File: src/design/aie_pkg.sv
`timescale 1ns / 1ps
`default_nettype none
package aie_pkg;

   localparam int DataWordsDefault = 256;
   localparam int CodeWordsDefault = 4096;

   localparam logic [12:0] CodeLengthReset = 13'd0;
   localparam logic [8:0]  DataCountReset  = 9'd256;

   typedef enum logic [3:0] {
      FUNC_LOAD    = 4'd0,
      FUNC_STORE   = 4'd1,
      FUNC_ADD     = 4'd2,
      FUNC_SUB     = 4'd3,
      FUNC_MULT    = 4'd4,
      FUNC_DIV     = 4'd5,
      FUNC_BRANY   = 4'd6,
      FUNC_BRPOS   = 4'd7,
      FUNC_BRZERO  = 4'd8,
      FUNC_BRNEG   = 4'd9,
      FUNC_SYSCALL = 4'd10
   } func_type;

   localparam logic [3:0] SysFinish = 4'd0;
   localparam logic [3:0] SysPrint  = 4'd1;
   localparam logic [3:0] SysRead   = 4'd2;

   localparam logic [3:0] StNormal     = 4'd0;
   localparam logic [3:0] StFinished   = 4'd1;
   localparam logic [3:0] StPrint      = 4'd2;
   localparam logic [3:0] StRead       = 4'd3;
   localparam logic [3:0] StPcRange    = 4'd4;
   localparam logic [3:0] StDivZero    = 4'd5;
   localparam logic [3:0] StStoreImm   = 4'd6;
   localparam logic [3:0] StBadVar     = 4'd7;
   localparam logic [3:0] StBadSyscall = 4'd8;
   localparam logic [3:0] StBadOpcode  = 4'd9;

   localparam logic CsrCodeLength = 1'b0;
   localparam logic CsrDataCount  = 1'b1;

   typedef enum logic [2:0] {
      OP_LOAD, OP_STORE, OP_ADD, OP_SUB, OP_MULT, OP_DIV, OP_BRANCH, OP_SYS
   } op_type;

   typedef struct packed {
      logic [3:0]  func;
      logic        is_immediate;
      logic [31:0] immediate;
      logic [7:0]  var_index;
      logic [11:0] target_address;
      logic [3:0]  syscall_number;
      logic [31:0] read_value;
   } req_type;

   typedef struct packed {
      logic [3:0]  status;
      logic [31:0] acc_value;
      logic [12:0] pc_value;
   } rsp_type;

   // classified instruction handed from front to back
   typedef struct packed {
      op_type      op;
      logic [3:0]  func;
      logic [3:0]  err;      // nonzero: fixed error status (except pc range)
      logic        is_immediate;
      logic [31:0] immediate;
      logic [7:0]  var_index;
      logic [11:0] target_address;
      logic [3:0]  syscall_number;
      logic [31:0] read_value;
   } ins_type;

endpackage
`default_nettype wire

File: src/design/aie_front.sv
`timescale 1ns / 1ps
`default_nettype none
module aie_front #(
   parameter int DataWords = 256
) (
   input  wire logic            clock,
   input  wire logic            reset,
   input  wire logic            req_valid,
   output logic                 req_ready,
   input  wire aie_pkg::req_type req_word,
   input  wire logic [8:0]      data_count,
   output logic                 q_valid,
   input  wire logic            q_ready,
   output aie_pkg::ins_type     q_word
);
   import aie_pkg::*;

   // two-entry queue
   ins_type    slot_ff [2];
   ins_type    slot_in;
   logic       wr_ptr_ff, rd_ptr_ff;
   logic [1:0] count_ff;
   logic       push, pop;
   logic       var_ok;

   assign req_ready = (count_ff != 2'd2);
   assign push      = req_valid && req_ready;
   assign q_valid   = (count_ff != 2'd0);
   assign pop       = q_valid && q_ready;
   assign q_word    = slot_ff[rd_ptr_ff];

   always_comb begin
      var_ok = ({1'b0, req_word.var_index} < data_count) &&
               ({24'd0, req_word.var_index} < 32'(DataWords));
      slot_in                = '0;
      slot_in.func           = req_word.func;
      slot_in.is_immediate   = req_word.is_immediate;
      slot_in.immediate      = req_word.immediate;
      slot_in.var_index      = req_word.var_index;
      slot_in.target_address = req_word.target_address;
      slot_in.syscall_number = req_word.syscall_number;
      slot_in.read_value     = req_word.read_value;
      slot_in.op             = OP_SYS;
      slot_in.err            = StNormal;
      unique case (req_word.func)
         FUNC_LOAD:  slot_in.op = OP_LOAD;
         FUNC_STORE: slot_in.op = OP_STORE;
         FUNC_ADD:   slot_in.op = OP_ADD;
         FUNC_SUB:   slot_in.op = OP_SUB;
         FUNC_MULT:  slot_in.op = OP_MULT;
         FUNC_DIV:   slot_in.op = OP_DIV;
         FUNC_BRANY, FUNC_BRPOS, FUNC_BRZERO, FUNC_BRNEG: slot_in.op = OP_BRANCH;
         FUNC_SYSCALL: begin
            slot_in.op = OP_SYS;
            if (req_word.syscall_number != SysFinish &&
                req_word.syscall_number != SysPrint &&
                req_word.syscall_number != SysRead) begin
               slot_in.err = StBadSyscall;
            end
         end
         default: slot_in.err = StBadOpcode;
      endcase
      if (req_word.func == FUNC_STORE && req_word.is_immediate) begin
         slot_in.err = StStoreImm;
      end else if ((req_word.func == FUNC_STORE || ((req_word.func == FUNC_LOAD ||
                   req_word.func == FUNC_ADD || req_word.func == FUNC_SUB ||
                   req_word.func == FUNC_MULT || req_word.func == FUNC_DIV) &&
                   !req_word.is_immediate)) && !var_ok) begin
         slot_in.err = StBadVar;
      end
   end

   always_ff @(posedge clock) begin
      if (push) begin
         slot_ff[wr_ptr_ff] <= slot_in;
      end
      if (reset) begin
         wr_ptr_ff <= 1'b0;
         rd_ptr_ff <= 1'b0;
         count_ff  <= 2'd0;
      end else begin
         if (push) wr_ptr_ff <= ~wr_ptr_ff;
         if (pop)  rd_ptr_ff <= ~rd_ptr_ff;
         count_ff <= count_ff + 2'(push) - 2'(pop);
      end
   end
endmodule
`default_nettype wire

File: config.mk
export PLATFORM = sky130hd
export DESIGN_NAME = aie_front
export DESIGN_NICKNAME = d
export VERILOG_FILES = /design/src/design/aie_pkg.sv /design/src/design/aie_front.sv
export SDC_FILE = /design/constraint.sdc
export NUM_CORES = 1
export LEC_CHECK = 0
export BUFFER_PORTS_ARGS = -buffer_cell sky130_fd_sc_hd__buf_2
export CAP_MARGIN = 10
export CORE_MARGIN = 2
export CORE_UTILIZATION = 56
export CTS_CLUSTER_DIAMETER = 50
export DETAILED_ROUTE_END_ITERATION = 10
export GPL_ROUTABILITY_DRIVEN = 0
export PLACE_DENSITY = 0.93
export SETUP_SLACK_MARGIN = 0.1
export SLEW_MARGIN = 20
export SYNTH_ARGS = -nofsm -noshare
export SYNTH_HDL_FRONTEND = slang
export SYNTH_SLANG_ARGS = --single-unit
File: constraint.sdc
create_clock -name clock -period 11.29 [get_ports clock]
set_input_delay 1.129 -clock clock [delete_from_list [all_inputs] [get_ports clock]]
set_output_delay 1.129 -clock clock [all_outputs]
set_load 0.02 [all_outputs]
==> out/qor.csv <==
stage,metric,value,unit
cts,cts.htree.levels,1,
sta,rsz0062_at_grt,no,
synthesis,synth_nets,490,
sta,layout_min_cycle_time,3.68,ns
route,dr_total_vias,4147,
synthesis,synth_cell_types,27,
setup_path,crit_family,buffers and inverters,
route,drc,0,
cts,clk_latency,0.47,ns
global_route,grt_pass1_wl,21600,µm
die,die_x,121,µm
synthesis,ys_seq_area_share,79.0,%
synthesis,synth_warnings,0,
route,wl_met3,1260,µm
power,switching_share,29.0,%
global_route,track_usage,19.0,%
setup_path,cp-end-kind,primary output,
route,route.detailed.wl_per_inst,18.3,µm
global_route,grt_start_max_net_pins,59,
die,die_h,121,µm
cts,path_clk_slew,0.06,ns
setup_path,worst_ep_arrival_time,2.55,ns
power,ir_drop,0.181,mV
hold_path,hold_depth,2,
synthesis,synth_area_per_cell,20.4,µm²
cts,cts_repair_resize_count,0,
sta,setup_viol,0,
synthesis,synthFlopType,edfxtp_1,
sta,skew,0.00621,ns
route,ant_nets,0,
cells_and_area,final_nets,711,
setup_path,cp-start-kind,register,
global_route,grt_antenna_before_repair,1,
sta,final_hold_viol_count,0,
cts,clock_sinks,203,
cts,cts_setup_buffers,0,
die,start_util,57.5,%
route,wl,14400,µm
cts,cts-root-buf,clkbuf_16,
setup_path,crit_path_max_fanout,52,
run_status,status,"finished, final reports clean",
cts,cts_buffer_depth,3,
cells_and_area,final_common_cell,buf_2,
cts,cts_tree,yes,
setup_path,crit_chain,"buf_4, mux2_2, buf_2",
global_route,first_global_vias,4301,
route,vias_per_cell,5.27,
setup_path,cp.required,10.16,ns
die,io_pins,208,
power,seq_power_share,45.6,%
placement,io_buffers,207,
power,switchingPower,0.639,mW
synthesis,syn_inst,375,
die,num_rows,42,
sta,fin_tns_setup,0,ns
cells_and_area,fin_util,71.7,%
synthesis,synth_edf_count,198,
route,wl_met2,7450,µm
synthesis,async_reset_ff_share,0,%
power,p_leak,3.64,nW
setup_path,r2r_cells,5,
hold_path,hold_path.class,register to register,
global_route,overflow,0,
power,cellPowerDensity,231,mW/mm²
setup_path,slowest_delay,0.75,ns
die,core,0.0133,mm²
cts,holdBufCountCts,0,
route,drt_iter0_drc,255,
sta,finalCritPeriodShare,32.6,%
cts,cts_made_buffers,20,
cells_and_area,synthToLayoutAreaGrowth,24.6,%
synthesis,synth_area,0.00765,mm²
route,top_layer_used,met4,
die,dieArea,0.0146,mm²
setup_path,cp.depth,3,
route,firstDrtPassIters,4,
sta,relSlewSlack,49.1,%
cells_and_area,drive_gt1_share,56.4,%
synthesis,ys_seq_elements,203,
setup_path,critPathBufInv,2,
sta,tightest_slew,0.763,ns
setup_path,cpMaxStageDelayCell,dfxtp_4,
placement,dpl.hpwl,9710,µm
power,p_int,1.56,mW
route,wl_met1,5400,µm
sta,fmax,0.272,GHz
sta,finalMaxSlewViolations,0,
power,pwr-share-comb,25.3,%
power,power.share.clock,29.1,%
setup_path,path_class,register to primary output,
cells_and_area,mostFrequentLayoutCells,"buf_2, edfxtp_1, mux2_2",
job,max_cap_violations,0,
## Yosys cell counts (2+ instances only)
cell      count  area [µm²]
edfxtp_1    198        5950
mux2_2       99        1110
buf_2        10        50.1
ha_1          9         113
inv_1         8        30.0
nor2_1        8        30.0
a21oi_1       5        25.0
dfxtp_1       5         100
nand2_1       4        15.0
a21o_1        3        22.5
nand2b_1      3        18.8
or2_2         3        18.8
a221oi_2      2        30.0
buf_4         2        15.0
nor2b_1       2        12.5
xnor2_1       2        17.5
xor2_1        2        17.5
## path summary, 6_finish.rpt
check / slack, ns / to / start
worst max-delay path: 7.61 / q_word[30] / register
worst min-delay path: 0.55 / rd_ptr_ff / rd_ptr_ff
worst min register to register: 0.55 / rd_ptr_ff / rd_ptr_ff
worst max register to register: 8.86 / slot_ff[0][73] / count_ff[0]
## tightest hold or removal path, stage by stage (launching register included)
cell and delay [ns]:
dfxtp_1 0.33, xnor2_1 0.09, nor2_1 0.09
## logic make-up (layout without fill, tap and decap cells)
| logic type | after synthesis | count (layout) | synth area share, % |
|---|---|---|---|
| AND/OR/NAND/NOR | 26 | 26 | 1.78 |
| flip-flops | 203 | 203 | 79.0 |
| multiplexers | 99 | 99 | 14.6 |
| other | 0 | 1 | 0 |
| AO/OA/AOI/OAI | 14 | 14 | 1.46 |
| adder cells (fa/ha/maj) | 9 | 9 | 1.47 |
| XOR/XNOR | 4 | 4 | 0.458 |
| buffers and inverters | 20 | 255 | 1.24 |
## metal layers
| metal | track usage [%] | up-vias |
|---|---|---|
| met1 | 22.4 | 2026 |
| met2 | 34.3 | 174 |
| met5 | 0 | - |
| met4 | 4.72 | 0 |
| met3 | 5.59 | 29 |
| li1 | - | 1918 |
## final cells by class
cell class              count  area, µm²
flip-flops and latches    203       6050
fillers                   824       3760
multi-input cells         152       1520
repair buffers            211       1070
clock buffers              25        541
well taps                 176        220
clock inverters            11       98.8
inverters                   8       30.0
diodes                      1       2.50
## power groups by stage
stage / registers, mW / clock network, mW / logic (mW)
after CTS: 1.01 / 0.654 / 0.565
after floorplan: 1.00 / 0 / 0.405
after global placement: 1.01 / 0 / 0.546
after detailed placement: 1.02 / 0 / 0.562
after global routing: 1.02 / 0.681 / 0.596
final: 1.01 / 0.640 / 0.558
## sequential cells by signal (all words and copies together) (netlist names), named ones only
signal     flops
wr_ptr_ff      1
count_ff       2
slot_ff      198
rd_ptr_ff      1
## through the flow
stage / setup slack, ns / power (mW) / hold WS [ns] / instance area (µm²) / instances
detailed placement: 8.11 / 1.58 / 0.517 / 8890 / 750
global route: 7.50 / 2.29 / 0.594 / 9530 / 786
floorplan: 5.38 / 1.41 / 0.481 / 7650 / 375
finish: 7.61 / 2.20 / 0.545 / 9530 / 787
CTS: 7.60 / 2.23 / 0.542 / 9530 / 786
global placement: 8.14 / 1.56 / 0.498 / 8890 / 750
No activity file was read; power rests on OpenSTA's default activity.
